`config.mk`:
```
export PLATFORM = sky130hd
export DESIGN_NAME = gradient_color_blend
export DESIGN_NICKNAME = d
export VERILOG_FILES = /design/src/design/gcb_pkg.sv /design/src/design/gcb_config.sv /design/src/design/gcb_front.sv /design/src/design/gcb_queue.sv /design/src/design/gcb_back.sv /design/src/design/gradient_color_blend.sv
export SDC_FILE = /design/constraint.sdc
export NUM_CORES = 2
export LEC_CHECK = 0
export CORE_UTILIZATION = 64
export DETAILED_ROUTE_END_ITERATION = 6
export DONT_BUFFER_PORTS = 1
export PLACE_DENSITY = 0.89
export SETUP_SLACK_MARGIN = 0.3
export SLEW_MARGIN = 20
export SYNTH_ARGS = -nofsm -noshare
export SYNTH_HDL_FRONTEND = slang
export SYNTH_SLANG_ARGS = --single-unit
```
`constraint.sdc`:
```
create_clock -name clk -period 25.1 [get_ports clk]
set_input_delay 2.51 -clock clk [delete_from_list [all_inputs] [get_ports clk]]
set_output_delay 2.51 -clock clk [all_outputs]
set_load 0.005 [all_outputs]
```
`src/design/gcb_pkg.sv`:
```
`timescale 1ns / 1ps
// ----------------------------------------------------------------------------
// gcb_pkg
// Shared types and constants of the gradient color blend.
// ----------------------------------------------------------------------------
package gcb_pkg;

    localparam int FRAC_BITS      = 16;
    localparam int LVL_W          = FRAC_BITS + 2;
    localparam int RISE_W         = FRAC_BITS + 1;
    localparam int HW_W           = 13;
    localparam int MAX_HALF_WIDTH = 4096;
    localparam int RGB_W          = 24;
    localparam int CFG_IDX_W      = 3;
    localparam int CFG_DATA_W     = 24;
    localparam int QUEUE_DEPTH    = 2;

    localparam logic [LVL_W-1:0]  ONE_LVL   = LVL_W'(1) << FRAC_BITS;
    localparam logic [HW_W-1:0]   HW_MAX    = HW_W'(MAX_HALF_WIDTH);

    localparam logic [CFG_IDX_W-1:0] REG_BLEND_RGB      = 3'd0;
    localparam logic [CFG_IDX_W-1:0] REG_FALL_START     = 3'd1;
    localparam logic [CFG_IDX_W-1:0] REG_INTENSITY_STEP = 3'd2;
    localparam logic [CFG_IDX_W-1:0] REG_PAIR_LIMIT     = 3'd3;
    localparam logic [CFG_IDX_W-1:0] REG_MASK_ENABLES   = 3'd4;
    localparam logic [CFG_IDX_W-1:0] REG_IGNORE_RGB     = 3'd5;
    localparam logic [CFG_IDX_W-1:0] REG_ZERO_RGB       = 3'd6;

    typedef struct packed {
        logic [7:0] blue_in;
        logic [7:0] green_in;
        logic [7:0] red_in;
        logic       first_of_frame;
    } pixel_in_t;

    typedef struct packed {
        logic [7:0] blue_out;
        logic [7:0] green_out;
        logic [7:0] red_out;
        logic       was_blended;
    } pixel_out_t;

    typedef struct packed {
        logic [RGB_W-1:0] blend_rgb;
        logic [LVL_W-1:0] fall_start;
        logic [LVL_W-1:0] intensity_step;
        logic [HW_W-1:0]  pair_limit;
        logic [1:0]       mask_enables;
        logic [RGB_W-1:0] ignore_rgb;
        logic [RGB_W-1:0] zero_rgb;
    } cfg_t;

    typedef struct packed {
        logic [7:0]       blue;
        logic [7:0]       green;
        logic [7:0]       red;
        logic [LVL_W-1:0] level;
        logic             blend;
    } job_t;

endpackage

```
`src/design/gcb_config.sv`:
```
`timescale 1ns / 1ps
// ----------------------------------------------------------------------------
// gcb_config
// Configuration register file of the gradient color blend.
// ----------------------------------------------------------------------------
module gcb_config
    import gcb_pkg::*;
(
    input  logic                  clk,
    input  logic                  rst_n,
    input  logic                  cfg_valid,
    output logic                  cfg_ready,
    input  logic [CFG_IDX_W-1:0]  cfg_index,
    input  logic [CFG_DATA_W-1:0] cfg_data,
    output cfg_t                  cfg
);

    cfg_t cfg_reg;
    cfg_t cfg_next;

    assign cfg_ready = 1'b1;
    assign cfg       = cfg_reg;

    always_comb
    begin
        cfg_next = cfg_reg;
        if (cfg_valid)
        begin
            case (cfg_index)
                REG_BLEND_RGB:      cfg_next.blend_rgb      = cfg_data[RGB_W-1:0];
                REG_FALL_START:     cfg_next.fall_start     = cfg_data[LVL_W-1:0];
                REG_INTENSITY_STEP: cfg_next.intensity_step = cfg_data[LVL_W-1:0];
                REG_PAIR_LIMIT:     cfg_next.pair_limit     = cfg_data[HW_W-1:0];
                REG_MASK_ENABLES:   cfg_next.mask_enables   = cfg_data[1:0];
                REG_IGNORE_RGB:     cfg_next.ignore_rgb     = cfg_data[RGB_W-1:0];
                REG_ZERO_RGB:       cfg_next.zero_rgb       = cfg_data[RGB_W-1:0];
                default:            cfg_next = cfg_reg;
            endcase
        end
    end

    always_ff @(posedge clk or negedge rst_n)
    begin
        if (!rst_n)
        begin
            cfg_reg.blend_rgb      <= '0;
            cfg_reg.fall_start     <= ONE_LVL;
            cfg_reg.intensity_step <= '0;
            cfg_reg.pair_limit     <= HW_W'(1);
            cfg_reg.mask_enables   <= '0;
            cfg_reg.ignore_rgb     <= '0;
            cfg_reg.zero_rgb       <= '0;
        end
        else
        begin
            cfg_reg <= cfg_next;
        end
    end

endmodule

```
`src/design/gcb_front.sv`:
```
`timescale 1ns / 1ps
// ----------------------------------------------------------------------------
// gcb_front
// Pixel intake: column and ramp tracking, protected color check.
// ----------------------------------------------------------------------------
module gcb_front
    import gcb_pkg::*;
(
    input  logic      clk,
    input  logic      rst_n,
    input  cfg_t      cfg,
    input  logic      pix_valid,
    output logic      pix_ready,
    input  pixel_in_t pix,
    output logic      push_valid,
    input  logic      push_ready,
    output job_t      push_data
);

    logic [LVL_W-1:0]  fall_reg, fall_next;
    logic [RISE_W-1:0] rise_reg, rise_next;
    logic [HW_W-1:0]   cnt_reg, cnt_next;
    logic              odd_reg, odd_next;

    logic [LVL_W-1:0]  fall_eff;
    logic [RISE_W-1:0] rise_eff;
    logic [HW_W-1:0]   cnt_eff;
    logic              odd_eff;
    logic [LVL_W-1:0]  fall_dec;
    logic [LVL_W:0]    rise_sum;
    logic [RISE_W-1:0] rise_inc;
    logic [HW_W-1:0]   cnt_inc;
    logic [HW_W-1:0]   hw_eff;
    logic [RGB_W-1:0]  px;
    logic              prot;
    logic              take;

    assign pix_ready  = push_ready;
    assign push_valid = pix_valid;
    assign take       = pix_valid && push_ready;

    assign px = {pix.red_in, pix.green_in, pix.blue_in};

    assign fall_eff = pix.first_of_frame ? cfg.fall_start : fall_reg;
    assign rise_eff = pix.first_of_frame ? '0 : rise_reg;
    assign cnt_eff  = pix.first_of_frame ? '0 : cnt_reg;
    assign odd_eff  = pix.first_of_frame ? 1'b0 : odd_reg;

    assign prot = (cfg.mask_enables[0] && (px == cfg.ignore_rgb)) ||
                  (cfg.mask_enables[1] && (px == cfg.zero_rgb));

    assign push_data.blue  = pix.blue_in;
    assign push_data.green = pix.green_in;
    assign push_data.red   = pix.red_in;
    assign push_data.level = odd_eff ? {1'b0, rise_eff} : fall_eff;
    assign push_data.blend = !prot;

    assign fall_dec = (fall_eff > cfg.intensity_step) ? (fall_eff - cfg.intensity_step) : '0;
    assign rise_sum = {2'b00, rise_eff} + {1'b0, cfg.intensity_step};
    assign rise_inc = (rise_sum > {1'b0, ONE_LVL}) ? ONE_LVL[RISE_W-1:0]
                                                   : rise_sum[RISE_W-1:0];
    assign cnt_inc  = cnt_eff + HW_W'(1);

    always_comb
    begin
        if (cfg.pair_limit == '0)
            hw_eff = HW_W'(1);
        else if (cfg.pair_limit > HW_MAX)
            hw_eff = HW_MAX;
        else
            hw_eff = cfg.pair_limit;
    end

    always_comb
    begin
        fall_next = fall_reg;
        rise_next = rise_reg;
        cnt_next  = cnt_reg;
        odd_next  = odd_reg;
        if (take)
        begin
            if (!odd_eff)
            begin
                fall_next = fall_eff;
                rise_next = rise_eff;
                cnt_next  = cnt_eff;
                odd_next  = 1'b1;
            end
            else if (cnt_inc >= hw_eff)
            begin
                fall_next = cfg.fall_start;
                rise_next = '0;
                cnt_next  = '0;
                odd_next  = 1'b0;
            end
            else
            begin
                fall_next = fall_dec;
                rise_next = rise_inc;
                cnt_next  = cnt_inc;
                odd_next  = 1'b0;
            end
        end
    end

    always_ff @(posedge clk or negedge rst_n)
    begin
        if (!rst_n)
        begin
            fall_reg <= ONE_LVL;
            rise_reg <= '0;
            cnt_reg  <= '0;
            odd_reg  <= 1'b0;
        end
        else
        begin
            fall_reg <= fall_next;
            rise_reg <= rise_next;
            cnt_reg  <= cnt_next;
            odd_reg  <= odd_next;
        end
    end

endmodule

```
`src/design/gcb_queue.sv`:
```
`timescale 1ns / 1ps
// ----------------------------------------------------------------------------
// gcb_queue
// Short job queue between the intake and the blend stage.
// ----------------------------------------------------------------------------
module gcb_queue
    import gcb_pkg::*;
(
    input  logic clk,
    input  logic rst_n,
    input  logic push_valid,
    output logic push_ready,
    input  job_t push_data,
    output logic pop_valid,
    input  logic pop_ready,
    output job_t pop_data
);

    localparam int PTR_W = (QUEUE_DEPTH > 1) ? $clog2(QUEUE_DEPTH) : 1;
    localparam int CNT_W = $clog2(QUEUE_DEPTH + 1);
    localparam logic [PTR_W-1:0] PTR_LAST = PTR_W'(QUEUE_DEPTH - 1);
    localparam logic [CNT_W-1:0] CNT_FULL = CNT_W'(QUEUE_DEPTH);

    job_t             slot_reg [QUEUE_DEPTH];
    logic [PTR_W-1:0] wr_ptr_reg, wr_ptr_next;
    logic [PTR_W-1:0] rd_ptr_reg, rd_ptr_next;
    logic [CNT_W-1:0] count_reg, count_next;
    logic             do_push;
    logic             do_pop;

    assign push_ready = (count_reg != CNT_FULL);
    assign pop_valid  = (count_reg != '0);
    assign pop_data   = slot_reg[rd_ptr_reg];
    assign do_push    = push_valid && push_ready;
    assign do_pop     = pop_valid && pop_ready;

    always_comb
    begin
        wr_ptr_next = wr_ptr_reg;
        rd_ptr_next = rd_ptr_reg;
        count_next  = count_reg;
        if (do_push)
            wr_ptr_next = (wr_ptr_reg == PTR_LAST) ? '0 : wr_ptr_reg + PTR_W'(1);
        if (do_pop)
            rd_ptr_next = (rd_ptr_reg == PTR_LAST) ? '0 : rd_ptr_reg + PTR_W'(1);
        if (do_push && !do_pop)
            count_next = count_reg + CNT_W'(1);
        else if (!do_push && do_pop)
            count_next = count_reg - CNT_W'(1);
    end

    always_ff @(posedge clk)
    begin
        if (do_push)
            slot_reg[wr_ptr_reg] <= push_data;
    end

    always_ff @(posedge clk or negedge rst_n)
    begin
        if (!rst_n)
        begin
            wr_ptr_reg <= '0;
            rd_ptr_reg <= '0;
            count_reg  <= '0;
        end
        else
        begin
            wr_ptr_reg <= wr_ptr_next;
            rd_ptr_reg <= rd_ptr_next;
            count_reg  <= count_next;
        end
    end

endmodule

```
`src/design/gcb_back.sv`:
```
`timescale 1ns / 1ps
// ----------------------------------------------------------------------------
// gcb_back
// Blend stage: per-channel scale, add or subtract and saturate into the result register.
// ----------------------------------------------------------------------------
module gcb_back
    import gcb_pkg::*;
(
    input  logic             clk,
    input  logic             rst_n,
    input  logic [RGB_W-1:0] blend_rgb,
    input  logic             pop_valid,
    output logic             pop_ready,
    input  job_t             pop_data,
    output logic             res_valid,
    input  logic             res_ready,
    output pixel_out_t       res
);

    localparam int PROD_W = 8 + LVL_W;
    localparam int MAG_W  = PROD_W - FRAC_BITS;
    localparam int SUM_W  = MAG_W + 2;

    function automatic logic [7:0] mix_channel(input logic [7:0] c, input logic [7:0] target,
                                               input logic [LVL_W-1:0] lvl);
        logic [7:0]        diff;
        logic [PROD_W-1:0] prod;
        logic [MAG_W-1:0]  mag;
        logic signed [SUM_W-1:0] sum;
        logic [7:0]        result;
        diff = (target >= c) ? (target - c) : (c - target);
        prod = PROD_W'(diff) * PROD_W'(lvl);
        mag  = prod[PROD_W-1:FRAC_BITS];
        if (target >= c)
            sum = $signed({{(SUM_W-8){1'b0}}, c}) + $signed({2'b00, mag});
        else
            sum = $signed({{(SUM_W-8){1'b0}}, c}) - $signed({2'b00, mag});
        if (sum < 0)
            result = 8'd0;
        else if (sum > $signed(SUM_W'(255)))
            result = 8'd255;
        else
            result = sum[7:0];
        return result;
    endfunction

    logic       valid_reg, valid_next;
    pixel_out_t res_reg, res_next;
    logic       load;

    assign pop_ready = !valid_reg || res_ready;
    assign load      = pop_valid && pop_ready;
    assign res_valid = valid_reg;
    assign res       = res_reg;

    always_comb
    begin
        res_next = res_reg;
        if (pop_data.blend)
        begin
            res_next.blue_out  = mix_channel(pop_data.blue,  blend_rgb[7:0],   pop_data.level);
            res_next.green_out = mix_channel(pop_data.green, blend_rgb[15:8],  pop_data.level);
            res_next.red_out   = mix_channel(pop_data.red,   blend_rgb[23:16], pop_data.level);
        end
        else
        begin
            res_next.blue_out  = pop_data.blue;
            res_next.green_out = pop_data.green;
            res_next.red_out   = pop_data.red;
        end
        res_next.was_blended = pop_data.blend;
    end

    always_comb
    begin
        if (load)
            valid_next = 1'b1;
        else if (res_ready)
            valid_next = 1'b0;
        else
            valid_next = valid_reg;
    end

    always_ff @(posedge clk)
    begin
        if (load)
            res_reg <= res_next;
    end

    always_ff @(posedge clk or negedge rst_n)
    begin
        if (!rst_n)
            valid_reg <= 1'b0;
        else
            valid_reg <= valid_next;
    end

endmodule

```
`src/design/gradient_color_blend.sv`:
```
`timescale 1ns / 1ps
// ----------------------------------------------------------------------------
// gradient_color_blend
// Blends a configured color into a BGR pixel stream with paired column ramps.
// ----------------------------------------------------------------------------
// One pixel beat is taken every clock and one result beat leaves every clock
// when the output side keeps taking them. A result beat is offered once its
// job has passed the queue and the result register: the intake writes the
// job into a two-entry queue at the accepting edge, and the blend stage,
// holding three 8x18 multipliers, then loads the result register from the
// queue. The queue and the result register let input and output stall apart;
// with the output held off, three pixels are taken before the input stalls.
// Configuration writes complete in the cycle they are presented.
// ----------------------------------------------------------------------------
module gradient_color_blend
    import gcb_pkg::*;
(
    input  logic                  clk,
    input  logic                  rst_n,
    input  logic                  cfg_valid,
    output logic                  cfg_ready,
    input  logic [CFG_IDX_W-1:0]  cfg_index,
    input  logic [CFG_DATA_W-1:0] cfg_data,
    input  logic                  pix_valid,
    output logic                  pix_ready,
    input  pixel_in_t             pix,
    output logic                  res_valid,
    input  logic                  res_ready,
    output pixel_out_t            res
);

    cfg_t cfg;
    logic push_valid;
    logic push_ready;
    job_t push_data;
    logic pop_valid;
    logic pop_ready;
    job_t pop_data;

    gcb_config u_config (
        .clk       (clk),
        .rst_n     (rst_n),
        .cfg_valid (cfg_valid),
        .cfg_ready (cfg_ready),
        .cfg_index (cfg_index),
        .cfg_data  (cfg_data),
        .cfg       (cfg)
    );

    gcb_front u_front (
        .clk        (clk),
        .rst_n      (rst_n),
        .cfg        (cfg),
        .pix_valid  (pix_valid),
        .pix_ready  (pix_ready),
        .pix        (pix),
        .push_valid (push_valid),
        .push_ready (push_ready),
        .push_data  (push_data)
    );

    gcb_queue u_queue (
        .clk        (clk),
        .rst_n      (rst_n),
        .push_valid (push_valid),
        .push_ready (push_ready),
        .push_data  (push_data),
        .pop_valid  (pop_valid),
        .pop_ready  (pop_ready),
        .pop_data   (pop_data)
    );

    gcb_back u_back (
        .clk       (clk),
        .rst_n     (rst_n),
        .blend_rgb (cfg.blend_rgb),
        .pop_valid (pop_valid),
        .pop_ready (pop_ready),
        .pop_data  (pop_data),
        .res_valid (res_valid),
        .res_ready (res_ready),
        .res       (res)
    );

endmodule

```
==> summary by stage <==
Place
Detailed placement ended at an HPWL of 58.2 mm. In this run the tool buffered the top-level ports with 0 buffer cells. The routability congestion estimate from global placement is 0.953.

The pre-CTS setup slack is 12730 ps.

Logic synthesis
During synthesis, Yosys emitted a total of 0 warnings. The most area-hungry cell type in the Yosys netlist is sky130_fd_sc_hd__fa_1. The number of distinct library cells after synthesis is 86. The share of the synthesized area in the top cell type is 0.200. When the netlist entered floorplanning its net count stood at 3741. The leading register cell type out of synthesis is sky130_fd_sc_hd__dfrtp_1. For this run, asynchronously set or reset flops after synthesis account for 0.615. The share of the Yosys chip area taken by registers is 0.259.

A synthesized cell averages 9.62 sq um. The synthesized design contains 111 enable-type register cells. By area the synthesized netlist is led by sky130_fd_sc_hd__fa_1 20%, sky130_fd_sc_hd__dfrtp_1 15%, sky130_fd_sc_hd__ha_1 11%. Synthesis produced 3112 cells. The cell area after synthesis is 30000 sq um.

The post-synthesis register bit count is 288.

Route
The number of remaining DRC errors is 0. The routed length per placed instance is 21.6 um. The wire length after detailed routing is 79.8 mm. The met1 routed wirelength after detailed routing is 29.5 mm.

The met2 layer wire length in the routed design is 38.9 mm. The uppermost layer routed is met4. Across all layers, the routed design uses 22921 vias. The number of DRC markers after the initial detailed-route iteration is 1838. Once detail routing completed, the nets flagged for antenna violations numbered 0. Using the TritonRoute via totals, the vias-per-cell ratio works out to 6.19. Summed over all nets, wire length on met3 after detailed routing comes to 6.92 mm. The detailed-routing iteration count for the pre-antenna-repair pass is 6.

GRT
The overall fraction of global-route tracks in use is 0.343. The first-pass GRT wire length is 127 mm. The initial antenna violation count is 0. The maximum number of pins on one net before global-route repair is 178. The final global-route overflow total is 0. The number of global-route vias before repair is 24635.

Floorplan
The initialized floorplan defines 78 standard-cell rows. The I/O pin total is 85. The total core area is 45800 sq um. The die is 218 um wide. The starting density of the core is 0.654. The die is 218 um tall.

The area enclosed by the die boundary is 47700 sq um.

Run status
The flow ran to the end, and the final reports show no timing, DRC or antenna violations.

Clocking
The number of levels the H-tree was split into is 1. The count of hold-fix buffers inserted at cts is 0. The post-CTS resize count is 0.

The root buffer selected by CTS is sky130_fd_sc_hd__clkbuf_16. At the later pin of the worst-skew pair, clock insertion delay measures 600 ps. CTS saw 288 sinks. Counting along the longest clock path gives a buffer depth of 3. TritonCTS built the clock tree. The number of buffers inserted during clock tree synthesis is 29. Buffers added to address setup during post-CTS repair amount to 0. Clock-pin slew was measured on the worst setup and hold paths at 70 ps.

Critical path
The critical path endpoint category is a flop. The startpoint kind of the worst setup timing path is a flop. The worst register-to-register path has a setup slack of 12520 ps.

Of all nets on the critical path, the largest fanout is 48. Data on the critical path is required at its endpoint by 25380 ps. The setup path with the least slack is of type reg -> reg. The origin of the critical flop-to-flop path is u_queue.rd_ptr_reg$_DFFE_PN0P_. On the critical path, the stage with the largest delay is an instance of sky130_fd_sc_hd__xor2_2.

Counting cells, the worst reg-to-reg path comes to 44. The most frequent cell on the critical path is sky130_fd_sc_hd__nor2_1. Data arrives at the worst endpoint at 12860 ps. The maximum cell stage delay along the critical path is 750 ps.

The endpoint identified for the worst register-to-register timing path is u_back.res[1]$_DFFE_PP_.

Hold path
The destination of the worst hold path is u_front.fall_reg[0]$_DFFE_PN0P_. The worst hold path was traced through 2 stages. The class of the tightest hold or removal check is reg -> reg. The startpoint identified for the worst hold timing path is u_front.fall_reg[0]$_DFFE_PN0P_.

STA
Based on the critical path, the design can be clocked at up to 0.0795 GHz. The minimum hold slack is 503 ps. The number of failing hold endpoints at the final stage is 0. Setup repair after global routing left no endpoint under its margin. The smallest clock period supported by the final layout is computed as 12580 ps. The worst slew margin relative to its limit is 0.211. The final number of max-transition violations came to 0. The setup TNS is 0 ps. The clock skew after layout is 40.1 ps. Setup violations remaining at the end of the flow were counted as 0. The smallest setup slack after layout is 12520 ps.

At the pin with the least slew margin, the transition time is 1150 ps. Of the available clock period, the critical path in the final layout requires 0.501.

Final layout
The final-stage net count is 3705. The register with the most flip-flops in the layout has 123 of them. The fraction of layout instances using a drive strength above 1 is 0.106. Compared with the post-synthesis result, the final layout area differs by 5.77%. The count of filler cells inserted in the layout is 3182. Once layout is complete, the utilization of the core stands at 0.692.

Job
The max-cap violation count is 0.
-- Yosys cell counts, types with 69 or more instances --
master and number:
sky130_fd_sc_hd__ha_1 273, sky130_fd_sc_hd__a21oi_1 103, sky130_fd_sc_hd__xnor2_1 94, sky130_fd_sc_hd__fa_1 299
sky130_fd_sc_hd__mux2_2 126, sky130_fd_sc_hd__nand2_1 145, sky130_fd_sc_hd__clkbuf_1 101, sky130_fd_sc_hd__o21ai_0 103
sky130_fd_sc_hd__inv_1 436, sky130_fd_sc_hd__dfrtp_1 174, sky130_fd_sc_hd__edfxtp_1 111, sky130_fd_sc_hd__xor2_1 69
sky130_fd_sc_hd__nor2_1 468
-- cell type report --
class | instances | area, sq um | share of cell area
sequential | 288 | 7770 | 0.245
inverter | 437 | 1640 | 0.0518
clock buffer | 38 | 769 | 0.0243
multi-input combinational | 2269 | 20200 | 0.637
clock inverter | 16 | 175 | 0.00553
tap | 600 | 751 | 0.0237
timing repair buffer | 51 | 383 | 0.0121
antenna | 2 | 5.00 | 0.000158
-- layout by cell type (no fill, tap or decap), types with 14 or more instances in the layout --
| cell | netlist | routed |
|---|---|---|
| sky130_fd_sc_hd__nor2_1 | 468 | 466 |
| sky130_fd_sc_hd__inv_1 | 436 | 435 |
| sky130_fd_sc_hd__fa_1 | 299 | 299 |
| sky130_fd_sc_hd__ha_1 | 273 | 273 |
| sky130_fd_sc_hd__dfrtp_1 | 174 | 173 |
| sky130_fd_sc_hd__nand2_1 | 145 | 145 |
| sky130_fd_sc_hd__mux2_2 | 126 | 126 |
| sky130_fd_sc_hd__edfxtp_1 | 111 | 111 |
| sky130_fd_sc_hd__a21oi_1 | 103 | 103 |
| sky130_fd_sc_hd__o21ai_0 | 103 | 103 |
| sky130_fd_sc_hd__xnor2_1 | 94 | 94 |
| sky130_fd_sc_hd__xor2_1 | 69 | 69 |
| sky130_fd_sc_hd__nand2b_1 | 66 | 66 |
| sky130_fd_sc_hd__a21o_1 | 51 | 51 |
| sky130_fd_sc_hd__buf_4 | 2 | 51 |
| sky130_fd_sc_hd__or2_2 | 43 | 43 |
| sky130_fd_sc_hd__mux2i_1 | 56 | 42 |
| sky130_fd_sc_hd__nor2b_1 | 37 | 37 |
| sky130_fd_sc_hd__o21bai_1 | 33 | 33 |
| sky130_fd_sc_hd__clkbuf_16 | 0 | 29 |
| sky130_fd_sc_hd__nor3_1 | 26 | 24 |
| sky130_fd_sc_hd__nand3_1 | 23 | 23 |
| sky130_fd_sc_hd__o21a_1 | 17 | 17 |
| sky130_fd_sc_hd__a221oi_1 | 16 | 16 |
| sky130_fd_sc_hd__a22o_1 | 15 | 15 |
| sky130_fd_sc_hd__nand4_1 | 14 | 14 |
| sky130_fd_sc_hd__and3_1 | 15 | 14 |
-- stage by stage --
stage / area (sq um) / std cells
after floorplan: 30000 / 3112
after global placement: 30700 / 3645
after detailed placement: 30700 / 3645
after CTS: 31700 / 3699
after global routing: 31700 / 3699
final: 31700 / 3701
-- how the worst max path moves through the flow --
stage | from | endpoint | depth (start not counted)
2_1_floorplan | u_queue.rd_ptr_reg$_DFFE_PN0P_ | u_back.res[17]$_DFFE_PP_ | 48
3_3_place_gp | u_queue.rd_ptr_reg$_DFFE_PN0P_ | u_back.res[23]$_DFFE_PP_ | 43
5_1_grt | u_queue.rd_ptr_reg$_DFFE_PN0P_ | u_back.res[1]$_DFFE_PP_ | 44
6_report | u_queue.rd_ptr_reg$_DFFE_PN0P_ | u_back.res[1]$_DFFE_PP_ | 44
3_5_place_dp | u_queue.rd_ptr_reg$_DFFE_PN0P_ | u_back.res[1]$_DFFE_PP_ | 44
4_1_cts | u_queue.rd_ptr_reg$_DFFE_PN0P_ | u_back.res[1]$_DFFE_PP_ | 44
-- kinds of logic (layout without fill, tap and decap cells) --
group	count (synthesis)	after routing	share of synthesized area
AND/OR/NAND/NOR	886	886	0.134
other	1	3	0.000125
buffers and inverters	555	542	0.0703
adder cells (fa/ha/maj)	572	572	0.314
multiplexers	182	182	0.0661
XOR/XNOR	165	165	0.0487
flip-flops	288	288	0.259
AO/OA/AOI/OAI	463	463	0.108
-- routing by layer --
metal / GRT usage / up-vias
li1: - / 10149
met1: 0.412 / 11320
met2: 0.587 / 1148
met3: 0.0576 / 304
met4: 0.189 / 0
met5: 0 / -
-- worst max-delay path: cells and delay by family (launching register included) --
kind,cells,cell delay (ps)
compound gates,15,3970
simple gates,12,1400
fa+ha+maj,7,3040
mux,2,1080
flops,1,350
xor+xnor,2,960
buf+inv,6,1470
Power is left out: the tool's default activity adds up to more than one toggle a clock period on the data nets, which glitch-free logic cannot reach.
